===== src/design/dhbd_pkg.sv =====
`timescale 1ns / 1ps
// ----------------------------------------------------------------------------
// dhbd_pkg
// Types, widths and constants shared by the box decoder files.
// ----------------------------------------------------------------------------
package dhbd_pkg;

   localparam int MAX_CLASSES_DEF = 128;
   localparam int MAX_GRID_DEF    = 128;

   localparam int LOGIT_W   = 16;
   localparam int DIST_W    = 16;
   localparam int BOX_W     = 17;
   localparam int LABEL_W   = 7;
   localparam int SCORE_W   = 16;
   localparam int INDEX_W   = 7;
   localparam int GW_W      = 8;
   localparam int STRIDE_W  = 7;

   localparam int CSR_IDX_W  = 2;
   localparam int CSR_DATA_W = 16;

   localparam logic [CSR_IDX_W-1:0] CSR_GRID_WIDTH      = 2'd0;
   localparam logic [CSR_IDX_W-1:0] CSR_CELL_STRIDE     = 2'd1;
   localparam logic [CSR_IDX_W-1:0] CSR_SCORE_THRESHOLD = 2'd2;

   localparam logic [GW_W-1:0]     GRID_WIDTH_RESET      = 8'd80;
   localparam logic [STRIDE_W-1:0] CELL_STRIDE_RESET     = 7'd8;
   localparam logic [SCORE_W-1:0]  SCORE_THRESHOLD_RESET = 16'd26214;

   // Sigmoid exponent argument, Q.24 with the float bias folded in.
   localparam int S_W = 34;
   localparam logic signed [17:0]    LOG2E_Q16   = 18'sd94548;
   localparam logic signed [S_W-1:0] EXP_BIAS_X2 = 34'sd2129614322;

   localparam int EXP_W   = 9;
   localparam int MANT_W  = 24;
   localparam logic [EXP_W-1:0] EXP_HI  = 9'd143;
   localparam logic [EXP_W-1:0] EXP_LO  = 9'd87;
   localparam logic [EXP_W-1:0] EXP_REF = 9'd110;

   // Divider: quotient of 2^56 by a denominator of at least 2^40.
   localparam int DEN_W      = 58;
   localparam int DEN_ONE    = 40;
   localparam int REM_INIT   = 39;
   localparam int QUO_W      = 17;
   localparam int DIV_CNT_W  = $clog2(QUO_W + 1);

   localparam logic [SCORE_W-1:0] SCORE_MAX = 16'hFFFF;

   localparam int BOX_CALC_W = 22;

   typedef struct packed {
      logic               bypass;
      logic [SCORE_W-1:0] bypass_score;
      logic [DEN_W-1:0]   den;
   } expo_type;

   typedef enum logic [2:0] {
      ST_IDLE,
      ST_MUL,
      ST_PREP,
      ST_DIV,
      ST_UPD
   } state_type;

   typedef struct packed {
      logic req_ready;
      logic div_start;
      logic commit;
   } ctrl_type;

endpackage


===== src/design/dhbd_if.sv =====
`timescale 1ns / 1ps
// ----------------------------------------------------------------------------
// dhbd_if
// Request and response channels of the box decoder.
// ----------------------------------------------------------------------------
interface dhbd_req_if import dhbd_pkg::*; ();
   logic                      valid;
   logic                      ready;
   logic signed [LOGIT_W-1:0] class_logit;
   logic                      last_class;
   logic                      frame_start;
   logic signed [DIST_W-1:0]  dist_left;
   logic signed [DIST_W-1:0]  dist_top;
   logic signed [DIST_W-1:0]  dist_right;
   logic signed [DIST_W-1:0]  dist_bottom;

   modport source (
      output valid, class_logit, last_class, frame_start,
             dist_left, dist_top, dist_right, dist_bottom,
      input  ready
   );
   modport sink (
      input  valid, class_logit, last_class, frame_start,
             dist_left, dist_top, dist_right, dist_bottom,
      output ready
   );
endinterface

interface dhbd_rsp_if import dhbd_pkg::*; ();
   logic                     valid;
   logic                     ready;
   logic signed [BOX_W-1:0]  box_x;
   logic signed [BOX_W-1:0]  box_y;
   logic signed [BOX_W-1:0]  box_w;
   logic signed [BOX_W-1:0]  box_h;
   logic [LABEL_W-1:0]       class_label;
   logic [SCORE_W-1:0]       score;

   modport source (
      output valid, box_x, box_y, box_w, box_h, class_label, score,
      input  ready
   );
   modport sink (
      input  valid, box_x, box_y, box_w, box_h, class_label, score,
      output ready
   );
endinterface


===== src/design/detection_head_box_decoder.sv =====
`timescale 1ns / 1ps
// ----------------------------------------------------------------------------
// detection_head_box_decoder
// Anchor-free box decoder for one stride level of a detection head.
// ----------------------------------------------------------------------------
// Each request carries one class logit of the current grid cell. The logit
// goes through a fixed-point sigmoid whose final step is a division done by a
// shared radix-2 divider, one quotient bit per cycle. A request whose sigmoid
// needs the divider passes the multiply, prepare, divide and update states
// and returns to idle before the next acceptance; a logit far enough out that
// the score saturates skips the divider. The block keeps the best score of the cell and
// its class index. On the request marked last_class, a box is sent on the
// response channel if the best score is strictly above score_threshold, and
// the column and row counters advance. A waiting response does not block new
// requests; a request only stalls when it has a box to send and the previous
// response is still held.
module detection_head_box_decoder import dhbd_pkg::*; #(
   parameter int MAX_CLASSES = MAX_CLASSES_DEF,
   parameter int MAX_GRID    = MAX_GRID_DEF
) (
   input  logic                  clock,
   input  logic                  reset,
   dhbd_req_if.sink              req_if,
   dhbd_rsp_if.source            rsp_if,
   input  logic                  csr_we,
   input  logic [CSR_IDX_W-1:0]  csr_index,
   input  logic [CSR_DATA_W-1:0] csr_wdata
);

   localparam int CLS_W  = (MAX_CLASSES > 1) ? $clog2(MAX_CLASSES) : 1;
   localparam int GRID_W = (MAX_GRID > 1) ? $clog2(MAX_GRID) : 1;

   state_type state_ff, state_in;
   ctrl_type  ctrl;

   logic [GW_W-1:0]     grid_width_ff;
   logic [STRIDE_W-1:0] cell_stride_ff;
   logic [SCORE_W-1:0]  score_threshold_ff;

   logic signed [LOGIT_W-1:0] logit_ff;
   logic                      last_ff;
   logic signed [DIST_W-1:0]  dist_left_ff;
   logic signed [DIST_W-1:0]  dist_top_ff;
   logic signed [DIST_W-1:0]  dist_right_ff;
   logic signed [DIST_W-1:0]  dist_bottom_ff;

   logic signed [S_W-1:0] s_ff, s_in;
   logic [SCORE_W-1:0]    score_ff;

   logic [SCORE_W-1:0] best_score_ff, best_score_in;
   logic [LABEL_W-1:0] best_label_ff, best_label_in;
   logic [CLS_W-1:0]   class_cnt_ff,  class_cnt_in;
   logic [GRID_W-1:0]  col_ff;
   logic [GRID_W-1:0]  row_ff;
   logic [GRID_W-1:0]  col_in;
   logic [GRID_W-1:0]  row_in;

   logic                     rsp_valid_ff;
   logic signed [BOX_W-1:0]  box_x_ff, box_y_ff, box_w_ff, box_h_ff;
   logic [LABEL_W-1:0]       class_label_ff;
   logic [SCORE_W-1:0]       rsp_score_ff;

   expo_type           expo;
   logic               div_done;
   logic [QUO_W-1:0]   div_quo;
   logic signed [BOX_W-1:0] box_x, box_y, box_w, box_h;

   logic            req_fire;
   logic            emit;
   logic            advance;
   logic [GW_W-1:0] width_eff;
   logic [GW_W-1:0] col_plus;

   dhbd_expo u_expo (
      .s_arg (s_ff),
      .expo  (expo)
   );

   dhbd_div u_div (
      .clock    (clock),
      .reset    (reset),
      .start    (ctrl.div_start),
      .den      (expo.den),
      .done     (div_done),
      .quotient (div_quo)
   );

   dhbd_box u_box (
      .col         (INDEX_W'(col_ff)),
      .row         (INDEX_W'(row_ff)),
      .stride      (cell_stride_ff),
      .dist_left   (dist_left_ff),
      .dist_top    (dist_top_ff),
      .dist_right  (dist_right_ff),
      .dist_bottom (dist_bottom_ff),
      .box_x       (box_x),
      .box_y       (box_y),
      .box_w       (box_w),
      .box_h       (box_h)
   );

   assign req_fire = req_if.valid && ctrl.req_ready;

   // Exponent argument of 2^(-x*log2e) with the float bias added.
   assign s_in = EXP_BIAS_X2 - (S_W'(logit_ff) * S_W'(LOG2E_Q16));

   always_comb begin
      if (score_ff > best_score_ff) begin
         best_score_in = score_ff;
         best_label_in = LABEL_W'(class_cnt_ff);
      end else begin
         best_score_in = best_score_ff;
         best_label_in = best_label_ff;
      end

      if (class_cnt_ff == CLS_W'(MAX_CLASSES - 1)) begin
         class_cnt_in = '0;
      end else begin
         class_cnt_in = class_cnt_ff + 1'b1;
      end

      // Grid widths of zero or above the counter range are clamped.
      priority if (grid_width_ff == '0) begin
         width_eff = GW_W'(1);
      end else if (grid_width_ff > GW_W'(MAX_GRID)) begin
         width_eff = GW_W'(MAX_GRID);
      end else begin
         width_eff = grid_width_ff;
      end

      col_plus = GW_W'(col_ff) + 1'b1;
      if (col_plus >= width_eff) begin
         col_in = '0;
         if (row_ff == GRID_W'(MAX_GRID - 1)) begin
            row_in = '0;
         end else begin
            row_in = row_ff + 1'b1;
         end
      end else begin
         col_in = col_plus[GRID_W-1:0];
         row_in = row_ff;
      end

      emit    = last_ff && (best_score_in > score_threshold_ff);
      advance = !emit || !rsp_valid_ff || rsp_if.ready;
   end

   // Next state.
   always_comb begin
      state_in = state_ff;
      unique case (state_ff)
         ST_IDLE: begin
            if (req_if.valid) begin
               state_in = ST_MUL;
            end
         end
         ST_MUL: begin
            state_in = ST_PREP;
         end
         ST_PREP: begin
            state_in = expo.bypass ? ST_UPD : ST_DIV;
         end
         ST_DIV: begin
            if (div_done) begin
               state_in = ST_UPD;
            end
         end
         ST_UPD: begin
            if (advance) begin
               state_in = ST_IDLE;
            end
         end
         default: begin
            state_in = ST_IDLE;
         end
      endcase
   end

   // Sequencer outputs.
   always_comb begin
      ctrl = '0;
      unique case (state_ff)
         ST_IDLE: ctrl.req_ready = 1'b1;
         ST_MUL:  ;
         ST_PREP: ctrl.div_start = !expo.bypass;
         ST_DIV:  ;
         ST_UPD:  ctrl.commit = advance;
         default: ;
      endcase
   end

   always_ff @(posedge clock) begin
      if (reset) begin
         state_ff           <= ST_IDLE;
         grid_width_ff      <= GRID_WIDTH_RESET;
         cell_stride_ff     <= CELL_STRIDE_RESET;
         score_threshold_ff <= SCORE_THRESHOLD_RESET;
         best_score_ff      <= '0;
         best_label_ff      <= '0;
         class_cnt_ff       <= '0;
         col_ff             <= '0;
         row_ff             <= '0;
         rsp_valid_ff       <= 1'b0;
      end else begin
         state_ff <= state_in;

         if (csr_we) begin
            unique case (csr_index)
               CSR_GRID_WIDTH:      grid_width_ff      <= csr_wdata[GW_W-1:0];
               CSR_CELL_STRIDE:     cell_stride_ff     <= csr_wdata[STRIDE_W-1:0];
               CSR_SCORE_THRESHOLD: score_threshold_ff <= csr_wdata[SCORE_W-1:0];
               default: ;
            endcase
         end

         // A frame start clears the cell and grid position before the
         // request is scored.
         if (req_fire && req_if.frame_start) begin
            best_score_ff <= '0;
            best_label_ff <= '0;
            class_cnt_ff  <= '0;
            col_ff        <= '0;
            row_ff        <= '0;
         end else if (ctrl.commit) begin
            if (last_ff) begin
               best_score_ff <= '0;
               best_label_ff <= '0;
               class_cnt_ff  <= '0;
               col_ff        <= col_in;
               row_ff        <= row_in;
            end else begin
               best_score_ff <= best_score_in;
               best_label_ff <= best_label_in;
               class_cnt_ff  <= class_cnt_in;
            end
         end

         if (ctrl.commit && emit) begin
            rsp_valid_ff <= 1'b1;
         end else if (rsp_if.ready) begin
            rsp_valid_ff <= 1'b0;
         end
      end
   end

   always_ff @(posedge clock) begin
      if (req_fire) begin
         logit_ff       <= req_if.class_logit;
         last_ff        <= req_if.last_class;
         dist_left_ff   <= req_if.dist_left;
         dist_top_ff    <= req_if.dist_top;
         dist_right_ff  <= req_if.dist_right;
         dist_bottom_ff <= req_if.dist_bottom;
      end

      if (state_ff == ST_MUL) begin
         s_ff <= s_in;
      end

      if (state_ff == ST_PREP && expo.bypass) begin
         score_ff <= expo.bypass_score;
      end else if (state_ff == ST_DIV && div_done) begin
         score_ff <= div_quo[QUO_W-1] ? SCORE_MAX : div_quo[SCORE_W-1:0];
      end

      if (ctrl.commit && emit) begin
         box_x_ff       <= box_x;
         box_y_ff       <= box_y;
         box_w_ff       <= box_w;
         box_h_ff       <= box_h;
         class_label_ff <= best_label_in;
         rsp_score_ff   <= best_score_in;
      end
   end

   // No request is taken while reset is held.
   assign req_if.ready       = ctrl.req_ready && !reset;
   assign rsp_if.valid       = rsp_valid_ff;
   assign rsp_if.box_x       = box_x_ff;
   assign rsp_if.box_y       = box_y_ff;
   assign rsp_if.box_w       = box_w_ff;
   assign rsp_if.box_h       = box_h_ff;
   assign rsp_if.class_label = class_label_ff;
   assign rsp_if.score       = rsp_score_ff;

endmodule


===== src/design/dhbd_expo.sv =====
`timescale 1ns / 1ps
// ----------------------------------------------------------------------------
// dhbd_expo
// Decodes the sigmoid exponent argument into the divider denominator, or
// into a fixed score where the sigmoid saturates.
// ----------------------------------------------------------------------------
module dhbd_expo import dhbd_pkg::*; (
   input  logic signed [S_W-1:0] s_arg,
   output expo_type              expo
);

   logic [S_W-3:0]    bits;
   logic [EXP_W-1:0]  expn;
   logic [MANT_W-1:0] mant;
   logic [DEN_W-1:0]  mant_wide;
   logic [DEN_W-1:0]  mag;
   logic [EXP_W-1:0]  sh_left;
   logic [EXP_W-1:0]  sh_right;

   always_comb begin
      bits      = s_arg[S_W-2:1];
      expn      = bits[S_W-3:MANT_W-1];
      mant      = {1'b1, bits[MANT_W-2:0]};
      mant_wide = {{(DEN_W-MANT_W){1'b0}}, mant};
      sh_left   = expn - EXP_REF;
      sh_right  = EXP_REF - expn;

      if (expn >= EXP_REF) begin
         mag = mant_wide << sh_left[5:0];
      end else begin
         mag = mant_wide >> sh_right[4:0];
      end

      expo.den = (DEN_W'(1) << DEN_ONE) + mag;

      priority if (s_arg[S_W-1]) begin
         expo.bypass       = 1'b1;
         expo.bypass_score = SCORE_MAX;
      end else if (expn > EXP_HI) begin
         expo.bypass       = 1'b1;
         expo.bypass_score = '0;
      end else if (expn < EXP_LO) begin
         expo.bypass       = 1'b1;
         expo.bypass_score = SCORE_MAX;
      end else begin
         expo.bypass       = 1'b0;
         expo.bypass_score = '0;
      end
   end

endmodule


===== src/design/dhbd_div.sv =====
`timescale 1ns / 1ps
// ----------------------------------------------------------------------------
// dhbd_div
// Restoring radix-2 divider that forms floor(2^56 / den), one quotient bit
// per cycle.
// ----------------------------------------------------------------------------
module dhbd_div import dhbd_pkg::*; (
   input  logic             clock,
   input  logic             reset,
   input  logic             start,
   input  logic [DEN_W-1:0] den,
   output logic             done,
   output logic [QUO_W-1:0] quotient
);

   logic [DEN_W-1:0]     den_ff;
   logic [DEN_W-1:0]     rem_ff,  rem_in;
   logic [QUO_W-1:0]     quo_ff,  quo_in;
   logic [DIV_CNT_W-1:0] cnt_ff;
   logic                 busy_ff;
   logic                 done_ff;
   logic [DEN_W:0]       shifted;
   logic [DEN_W:0]       diff;
   logic                 fits;

   // The remainder always stays below den, so the doubled value needs only
   // one bit more than den.
   always_comb begin
      shifted = {rem_ff, 1'b0};
      fits    = shifted >= {1'b0, den_ff};
      diff    = shifted - {1'b0, den_ff};
      rem_in  = fits ? diff[DEN_W-1:0] : shifted[DEN_W-1:0];
      quo_in  = {quo_ff[QUO_W-2:0], fits};
   end

   always_ff @(posedge clock) begin
      if (reset) begin
         busy_ff <= 1'b0;
         done_ff <= 1'b0;
         cnt_ff  <= '0;
      end else begin
         done_ff <= 1'b0;
         if (start) begin
            busy_ff <= 1'b1;
            cnt_ff  <= DIV_CNT_W'(QUO_W);
         end else if (busy_ff) begin
            cnt_ff <= cnt_ff - 1'b1;
            if (cnt_ff == DIV_CNT_W'(1)) begin
               busy_ff <= 1'b0;
               done_ff <= 1'b1;
            end
         end
      end
   end

   always_ff @(posedge clock) begin
      if (start) begin
         den_ff <= den;
         rem_ff <= DEN_W'(1) << REM_INIT;
         quo_ff <= '0;
      end else if (busy_ff) begin
         rem_ff <= rem_in;
         quo_ff <= quo_in;
      end
   end

   assign done     = done_ff;
   assign quotient = quo_ff;

endmodule


===== src/design/dhbd_box.sv =====
`timescale 1ns / 1ps
// ----------------------------------------------------------------------------
// dhbd_box
// Forms the box corner and size from the cell position and the left, top,
// right and bottom edge distances, saturating the corner to the output range.
// ----------------------------------------------------------------------------
module dhbd_box import dhbd_pkg::*; (
   input  logic [INDEX_W-1:0]       col,
   input  logic [INDEX_W-1:0]       row,
   input  logic [STRIDE_W-1:0]      stride,
   input  logic signed [DIST_W-1:0] dist_left,
   input  logic signed [DIST_W-1:0] dist_top,
   input  logic signed [DIST_W-1:0] dist_right,
   input  logic signed [DIST_W-1:0] dist_bottom,
   output logic signed [BOX_W-1:0]  box_x,
   output logic signed [BOX_W-1:0]  box_y,
   output logic signed [BOX_W-1:0]  box_w,
   output logic signed [BOX_W-1:0]  box_h
);

   localparam int POS_W = INDEX_W + STRIDE_W + 4;

   function automatic logic signed [BOX_W-1:0] sat_box(
      input logic signed [BOX_CALC_W-1:0] v
   );
      logic signed [BOX_CALC_W-1:0] hi;
      logic signed [BOX_CALC_W-1:0] lo;
      hi = BOX_CALC_W'(65535);
      lo = -BOX_CALC_W'(65536);
      if (v > hi) begin
         return {1'b0, {(BOX_W-1){1'b1}}};
      end else if (v < lo) begin
         return {1'b1, {(BOX_W-1){1'b0}}};
      end else begin
         return v[BOX_W-1:0];
      end
   endfunction

   logic [INDEX_W+STRIDE_W-1:0]  col_step;
   logic [INDEX_W+STRIDE_W-1:0]  row_step;
   logic [POS_W-1:0]             pos_x;
   logic [POS_W-1:0]             pos_y;
   logic signed [BOX_CALC_W-1:0] calc_x;
   logic signed [BOX_CALC_W-1:0] calc_y;

   always_comb begin
      col_step = (INDEX_W+STRIDE_W)'(col) * (INDEX_W+STRIDE_W)'(stride);
      row_step = (INDEX_W+STRIDE_W)'(row) * (INDEX_W+STRIDE_W)'(stride);
      pos_x    = {col_step, 4'b0000};
      pos_y    = {row_step, 4'b0000};
      calc_x   = $signed({{(BOX_CALC_W-POS_W){1'b0}}, pos_x})
               - $signed({{(BOX_CALC_W-DIST_W){dist_left[DIST_W-1]}}, dist_left});
      calc_y   = $signed({{(BOX_CALC_W-POS_W){1'b0}}, pos_y})
               - $signed({{(BOX_CALC_W-DIST_W){dist_top[DIST_W-1]}}, dist_top});
      box_x    = sat_box(calc_x);
      box_y    = sat_box(calc_y);
      // Sums of two 16-bit values always fit the 17-bit result.
      box_w    = {dist_left[DIST_W-1], dist_left} + {dist_right[DIST_W-1], dist_right};
      box_h    = {dist_top[DIST_W-1], dist_top} + {dist_bottom[DIST_W-1], dist_bottom};
   end

endmodule

===== src/flat_wrapper.sv =====
// flat-port wrapper written by rule: the top's interface ports become plain ports
module detection_head_box_decoder_flat import dhbd_pkg::*;
#(
   parameter int MAX_CLASSES = MAX_CLASSES_DEF,
   parameter int MAX_GRID    = MAX_GRID_DEF
)
  (clock, reset, csr_we, csr_index, csr_wdata, req_if_valid, req_if_class_logit, req_if_last_class, req_if_frame_start, req_if_dist_left, req_if_dist_top, req_if_dist_right, req_if_dist_bottom, req_if_ready, rsp_if_valid, rsp_if_box_x, rsp_if_box_y, rsp_if_box_w, rsp_if_box_h, rsp_if_class_label, rsp_if_score, rsp_if_ready);
  dhbd_req_if req_if_i ();
  dhbd_rsp_if rsp_if_i ();
  input  logic clock;
  input  logic reset;
  input  logic csr_we;
  input  logic [CSR_IDX_W-1:0] csr_index;
  input  logic [CSR_DATA_W-1:0] csr_wdata;
  input wire logic [$bits(req_if_i.valid)-1:0] req_if_valid;
  input wire logic [$bits(req_if_i.class_logit)-1:0] req_if_class_logit;
  input wire logic [$bits(req_if_i.last_class)-1:0] req_if_last_class;
  input wire logic [$bits(req_if_i.frame_start)-1:0] req_if_frame_start;
  input wire logic [$bits(req_if_i.dist_left)-1:0] req_if_dist_left;
  input wire logic [$bits(req_if_i.dist_top)-1:0] req_if_dist_top;
  input wire logic [$bits(req_if_i.dist_right)-1:0] req_if_dist_right;
  input wire logic [$bits(req_if_i.dist_bottom)-1:0] req_if_dist_bottom;
  output wire logic [$bits(req_if_i.ready)-1:0] req_if_ready;
  output wire logic [$bits(rsp_if_i.valid)-1:0] rsp_if_valid;
  output wire logic [$bits(rsp_if_i.box_x)-1:0] rsp_if_box_x;
  output wire logic [$bits(rsp_if_i.box_y)-1:0] rsp_if_box_y;
  output wire logic [$bits(rsp_if_i.box_w)-1:0] rsp_if_box_w;
  output wire logic [$bits(rsp_if_i.box_h)-1:0] rsp_if_box_h;
  output wire logic [$bits(rsp_if_i.class_label)-1:0] rsp_if_class_label;
  output wire logic [$bits(rsp_if_i.score)-1:0] rsp_if_score;
  input wire logic [$bits(rsp_if_i.ready)-1:0] rsp_if_ready;
  assign req_if_i.valid = req_if_valid;
  assign req_if_i.class_logit = req_if_class_logit;
  assign req_if_i.last_class = req_if_last_class;
  assign req_if_i.frame_start = req_if_frame_start;
  assign req_if_i.dist_left = req_if_dist_left;
  assign req_if_i.dist_top = req_if_dist_top;
  assign req_if_i.dist_right = req_if_dist_right;
  assign req_if_i.dist_bottom = req_if_dist_bottom;
  assign req_if_ready = req_if_i.ready;
  assign rsp_if_valid = rsp_if_i.valid;
  assign rsp_if_box_x = rsp_if_i.box_x;
  assign rsp_if_box_y = rsp_if_i.box_y;
  assign rsp_if_box_w = rsp_if_i.box_w;
  assign rsp_if_box_h = rsp_if_i.box_h;
  assign rsp_if_class_label = rsp_if_i.class_label;
  assign rsp_if_score = rsp_if_i.score;
  assign rsp_if_i.ready = rsp_if_ready;
  detection_head_box_decoder #(.MAX_CLASSES(MAX_CLASSES), .MAX_GRID(MAX_GRID)) u_core (.clock(clock), .reset(reset), .req_if(req_if_i), .rsp_if(rsp_if_i), .csr_we(csr_we), .csr_index(csr_index), .csr_wdata(csr_wdata));
endmodule

===== config.mk =====
export PLATFORM = sky130hd
export DESIGN_NAME = detection_head_box_decoder_flat
export DESIGN_NICKNAME = d
export VERILOG_FILES = /design/src/design/dhbd_pkg.sv /design/src/design/dhbd_if.sv /design/src/design/detection_head_box_decoder.sv /design/src/design/dhbd_expo.sv /design/src/design/dhbd_div.sv /design/src/design/dhbd_box.sv /design/src/flat_wrapper.sv
export SDC_FILE = /design/constraint.sdc
export NUM_CORES = 2
export LEC_CHECK = 0
export BUFFER_PORTS_ARGS = -buffer_cell sky130_fd_sc_hd__buf_4
export CORE_MARGIN = 5
export CORE_UTILIZATION = 25
export DETAILED_ROUTE_END_ITERATION = 16
export SYNTH_ARGS = -nofsm -noshare
export SYNTH_HDL_FRONTEND = slang
export SYNTH_SLANG_ARGS = --single-unit

===== constraint.sdc =====
create_clock -name clock -period 11.3 [get_ports clock]
set_input_delay 0 -clock clock [delete_from_list [all_inputs] [get_ports clock]]
set_output_delay 0 -clock clock [all_outputs]
set_load 0.05 [all_outputs]

### Word level (Yosys, flattened, before mapping)

Cells that the tools add are included.

| word-level totals | value |
|---|---|
| register bits after elaboration | 441 |
| input bits | 105 |
| output and inout bits | 93 |
| logic and storage cells | 138 |

| cells by class | value |
|---|---|
| $add $sub $neg | 13 |
| multiply operators | 3 |
| $lt $le $gt $ge | 12 |
| equality and inequality tests | 12 |
| shift-type cells | 2 |
| muxes and demuxes | 36 |
| bitwise gates (word level) | 1 |
| reduce and logical (&&, ||, !) cells | 28 |

Operators by type and width:

| operator | number |
|---|---|
| 2-to-1 mux 58 bit | 2 |
| 2-to-1 mux 17 bit | 5 |
| 2-to-1 mux 16 bit | 5 |
| >= comparator 59 x 58 -> 1 bit | 1 |
| adder 41 x 58 -> 58 bit, first input constant | 1 |
| left shift 24 x 6 -> 58 bit | 1 |
| >> shifter 24 x 5 -> 58 bit | 1 |
| subtractor 58 bit | 1 |
| 2-to-1 mux 7 bit | 6 |
| > comparator 20 x 17 -> 1 bit, second input constant | 2 |
| < comparator 20 x 17 -> 1 bit, second input constant | 2 |
| subtractor 19 x 16 -> 20 bit | 2 |
| adder 16 x 16 -> 17 bit | 2 |
| subtractor 32 x 34 -> 34 bit, first input constant | 1 |
| > comparator 16 bit | 2 |
| multiplier 16 x 16 -> 32 bit, second input constant | 1 |
| multiplier 7 x 7 -> 14 bit | 2 |
| 2-to-1 mux 8 bit | 2 |
| one-hot mux 3 bit (5 select lines) | 1 |
| adder 7 x 1 -> 7 bit, second input constant | 2 |
| equality test 7 bit, second input constant | 2 |
| 2-to-1 mux 3 bit | 4 |
| 2-to-1 mux 5 bit | 2 |
| >= comparator 9 x 7 -> 1 bit, second input constant | 1 |
| other kinds (29) | 56 |

### Logic depth before layout (Yosys ltp)

| depth | value |
|---|---|
| word-level depth | 10 |
| mapped depth | 28 |

### Modules after synthesis

Synthesis repeated with hierarchy kept, for this count alone.

| second synthesis, totals | value |
|---|---|
| cells, all modules | 4068 |
| area, all modules | 37823.8 um^2 |

Modules (own cells, without submodules):

| module | times used | cells an instance | area each (um^2) |
|---|---|---|---|
| detection_head_box_decoder | 1 | 1564 | 17574.4 |
| dhbd_div | 1 | 1049 | 9106.2 |
| dhbd_box | 1 | 875 | 6652.6 |
| dhbd_expo | 1 | 580 | 4490.6 |

### Worst setup path before layout

Ideal clock, no wire load.

| timing | value |
|---|---|
| path kind | register -> register |
| start | register u_core.state_ff[0] |
| end | register u_core.best_label_ff[0] |
| data arrival time | 7.971 ns |
| setup slack | 3.212 ns |
| cell stages (with the launch flop) | 8 |
| period minus slack after synthesis | 8.088 ns |
| cells stage by stage | dfxtp_1 clkbuf_1 nor3_1 a21oi_1 and3_1 clkbuf_1 clkbuf_1 a22o_1 |

| between the ends | value |
|---|---|
| longest elaborated chain between the ends | 5 |
| elaborated cells on any way between the ends | 7 |

Ends and longest elaborated chain:

| item | RTL line | source |
|---|---|---|
| from (decl) | detection_head_box_decoder.sv:33 | `state_type state_ff, state_in;` |
| from (signal assigned) | detection_head_box_decoder.sv:205 | `state_ff <= state_in;` |
| zero test 3 bit | detection_head_box_decoder.sv:182 | `unique case (state_ff)` |
| 2-to-1 mux 1 bit | detection_head_box_decoder.sv:182 |  |
| logical AND 1 bit | detection_head_box_decoder.sv:102 | `assign req_fire = req_if.valid && ctrl.req_ready;` |
| named net u_core.req_fire | detection_head_box_decoder.sv:68 | `logic req_fire;` |
| logical AND 1 bit | detection_head_box_decoder.sv:218 | `if (req_fire && req_if.frame_start) begin` |
| OR reduction 2 bit (no source line) | n/a |  |
| to (signal assigned) | detection_head_box_decoder.sv:233 | `best_label_ff <= best_label_in;` |
| to (decl) | detection_head_box_decoder.sv:51 | `logic [LABEL_W-1:0] best_label_ff, best_label_in;` |

The timed path passes the listed nets, and every way through them passes these cells.
A chain may end at the register's enable or synchronous reset.

### Worst setup path after layout

| timing | value |
|---|---|
| start | register u_core.cell_stride_ff[6] |
| end | register u_core.box_y_ff[4], in the netlist u_core.rsp_if.box_y[4] (data pin) |

| between the ends | value |
|---|---|
| longest elaborated chain between the ends | 4 |
| elaborated cells on any way between the ends | 5 |

Ends and longest elaborated chain:

| item | RTL line | source |
|---|---|---|
| from (decl) | detection_head_box_decoder.sv:37 | `logic [STRIDE_W-1:0] cell_stride_ff;` |
| from (signal assigned) | detection_head_box_decoder.sv:210 | `CSR_CELL_STRIDE: cell_stride_ff <= csr_wdata[STRIDE_W-1:0];` |
| multiplier 7 x 7 -> 14 bit (*) | dhbd_box.sv:48 | `row_step = (INDEX_W+STRIDE_W)'(row) * (INDEX_W+STRIDE_W)'(stride);` |
| subtractor 19 x 16 -> 20 bit (*) | dhbd_box.sv:54 | `- $signed({{(BOX_CALC_W-DIST_W){dist_top[DIST_W-1]}}, dist_top});` |
| < comparator 20 x 17 -> 1 bit | dhbd_box.sv:32 | `end else if (v < lo) begin` |
| 2-to-1 mux 17 bit | dhbd_box.sv:32 |  |
| to (signal assigned) | detection_head_box_decoder.sv:268 | `box_y_ff <= box_y;` |
| to (decl) | detection_head_box_decoder.sv:59 | `logic signed [BOX_W-1:0] box_x_ff, box_y_ff, box_w_ff, box_h_ff;` |

Mark *: on every way between the ends. The rest lies on a longest branch, timed or not.

==> results.yml <==
timing:
  rsz0062_at_grt: "no"
  fin_setup_tns_ns: 0
  clock_skew_ns: 0.0365
  timing.fmax_mhz: 142
  finalHoldViolCount: 0
  max_slew_margin: 0.250
  fin_crit_ns: 7.04
  final_max_slew_viol_count: 0
  fin_ws_ns: 4.26
  whs_ns: 0.0480
  fin_crit_sh: 0.623
  finalSetupViolations: 0
  worst_slew_pin_slew_ns: 1.13
setup_path:
  end_kind: "flop"
  required_ns: 11.60
  rr_worst_depth: 24
  reg2reg_slack_ns: 4.26
  timing.rr.start: "u_core.cell_stride_ff[6]"
  r2r-end: "u_core.rsp_if.box_y[4]"
  startpoint_type: "flop"
  arrival_ns: 7.33
  cp_max_fo: 15
  critical_path_class: "reg2reg"
floorplan:
  die_h_um: 388
  start_util: 0.252
  core_area_um2: 142000
  die_w_um: 388
  rows: 138
  die_area_um2: 151000
  pin_count: 198
yosys:
  synth_edf_count: 278
  yosysMostFrequentCell: "inv_1"
  synth_top_area_share: 0.234
  synth_xor_area_frac: 0.0552
  yosysSeqAreaShare: 0.324
  synthesis.nets: 4445
  ys.flop_type: "edfxtp_1"
  muxShareOfSynthArea: 0.0494
  synthTopCellsByArea: "edfxtp_1 23%, ha_1 12%, dfxtp_1 9.0%"
  synth_top_area_cell: "edfxtp_1"
  synth-compound-area-share: 0.168
  avgSynthCellArea_um2: 9.28
  syn_area_um2: 35700
  synth_top_family_by_area: "adder cells"
  yosys.area_share.adder: 0.199
  ys_types: 104
  ys_warn_count: 0
  yosys-top-cells-count: "434 x inv_1, 353 x ha_1, 322 x nand2_1"
  synthCells: 3852
  synth_simple_gate_area_frac: 0.138
  async_flop_share: 0
  ys_ff_latch: 439
global_route:
  grt_max_degree: 118
  grt_overflow: 0
  antenna_found_initial: 1
  track_usage: 0.119
  grt_pass1_wl_um: 149000
  grt_pass1_vias: 27300
routing:
  finalWirelength_um: 93100
  vias: 28200
  avgRoutedWirePerCell_um: 15.5
  routed_via_density: 4.70
  drtIter0Drc: 1966
  ant_nets: 0
  drt_first_pass_iters: 5
  drc: 0
min_path:
  whs_endpoint: "u_core.col_ff[2]"
  worstHoldStart: "req_if_frame_start"
  holdPathStages: 5
  hold_class: "in2reg"
cts:
  cts_root_buf: "clkbuf_16"
  cts_resized: 0
  cts_buffers: 51
  cts_tree: "done"
  clk_path_buf_depth: 3
  cts.reportedPaths.clkPinSlew_ns: 0.06
  cts_sinks: 439
  h-tree-depth: 2
  clk-insertion-delay-late_ns: 0.62
run_status:
  outcome: "finished clean"
pwr:
  power_leakage_nw: 18.0
  power_frac_comb: 0.694
  ir_drop_v: 0.000425
  power_frac_seq: 0.184
  swShare: 0.476
  p_sw_mw: 6.74
  finalPower_mw: 14.2
  powerDensity_nw_per_um2: 337
  power.internal_mw: 7.43
  p_clk_frac: 0.123
placement:
  dp_hpwl_um: 71500
  place_inst: 5791
  dp_slack_ns: 4.24
  place.port_buffers: 197
  gp_congestion: 0.884
  placed_cell_area_um2: 39100
final_layout:
  layout-drive-gt1-share: 0.0957
  regArea_um2: 11600
  fin_util: 0.296
  nets: 4667
  final_area_um2: 42000
  syn_to_final_growth_pct: 17.6
  num-fill-cells: 14700
  fin_cells: 6006
  multi_input_area_um2: 21800
flow_run:
  cap_viol_max_count: 0
placed cells by master, fill, tap and decap left out, types with 38 or more instances in the layout:
cell	Yosys	final
dfxtp_1	161	160
a31oi_1	45	45
xnor2_1	156	155
nand3_1	70	70
and2_1	89	89
inv_1	434	433
edfxtp_1	278	278
nand2_1	322	322
ha_1	353	353
fa_1	135	135
mux2i_1	74	74
nor2b_1	47	47
a21o_1	90	90
buf_4	7	223
clkbuf_16	0	52
o22ai_1	39	38
nor2_1	274	274
o21ai_0	230	230
nor3_1	51	50
xor2_1	63	62
a21oi_1	231	230
dlygate4sd3_1	0	120
power groups by stage:
stage	combinational (mW)	clock, mW	sequential, mW
global placement	9.62	0	2.63
floorplan	7.78	0	2.55
global route	10.9	1.85	2.63
detailed placement	9.68	0	2.63
finish	9.83	1.74	2.60
CTS	9.78	1.79	2.60
layer usage:
layer,routed length (um),part of all wire,GRT usage
met1,41700,0.45,0.157
met3,3480,0.037,0.0108
met2,45300,0.49,0.207
met4,2610,0.028,0.0345
met5,0,0,0
cell type report:
cell class / instances / share of cell area
diodes: 1 / 0.0000595
clock inverters: 30 / 0.00825
well taps: 1890 / 0.0563
repair buffers: 343 / 0.0684
flip-flops and latches: 439 / 0.275
multi-input cells: 2802 / 0.519
clock buffers: 64 / 0.0332
inverters: 437 / 0.0391
timing repair:
action / CTS / global route
endpoints found under the hold margin: 122 / 0
buffers inserted: 0 / 0
hold buffers: 120 / 0
cells by family after synthesis:
logic type / count (synthesis)
mux: 131
buf+inv: 611
xor+xnor: 221
compound gates: 928
fa+ha+maj: 488
flops: 439
simple gates: 1034
state kept, by name (all words and copies together), names as in the netlist, 17 cells and up:
| signal | flops |
|---|---|
| u_core.u_div.den_ff | 58 |
| u_core.rsp_if.box_x | 17 |
| u_core.rsp_if.box_y | 17 |
| u_core.u_div.rem_ff | 58 |
| u_core.s_ff | 32 |
| u_core.rsp_if.box_w | 17 |
| u_core.u_div.quotient | 17 |
| u_core.rsp_if.box_h | 17 |
worst max-delay path, cell delays in order (launching register included):
cell	delay, ns
dfxtp_1	0.62
nand2_1	0.15
fa_1	0.53
fa_1	0.56
inv_1	0.06
fa_1	0.54
inv_1	0.06
fa_1	0.53
inv_1	0.05
ha_1	0.31
a21boi_0	0.15
o21ai_0	0.17
nand2_1	0.10
a21oi_1	0.16
nor2b_1	0.07
nor2_1	0.11
xnor2_1	0.14
ha_1	0.31
and2_1	0.21
o21ai_0	0.20
o21ai_0	0.16
o41ai_1	0.33
xnor2_1	0.22
a31oi_1	0.70
o21ai_0	0.28
worst max-delay path by stage:
stage,end,from,slack (ns)
2_1_floorplan,u_core.best_label_ff[0],u_core.state_ff[0],3.21
3_3_place_gp,u_core.rsp_if.box_y[5],u_core.cell_stride_ff[6],4.33
3_5_place_dp,u_core.rsp_if.box_y[4],u_core.cell_stride_ff[6],4.24
4_1_cts,u_core.rsp_if.box_y[4],u_core.cell_stride_ff[6],4.25
5_1_grt,u_core.rsp_if.box_y[5],u_core.cell_stride_ff[6],3.70
6_report,u_core.rsp_if.box_y[4],u_core.cell_stride_ff[6],4.26
(Power assumes the default switching activity.)
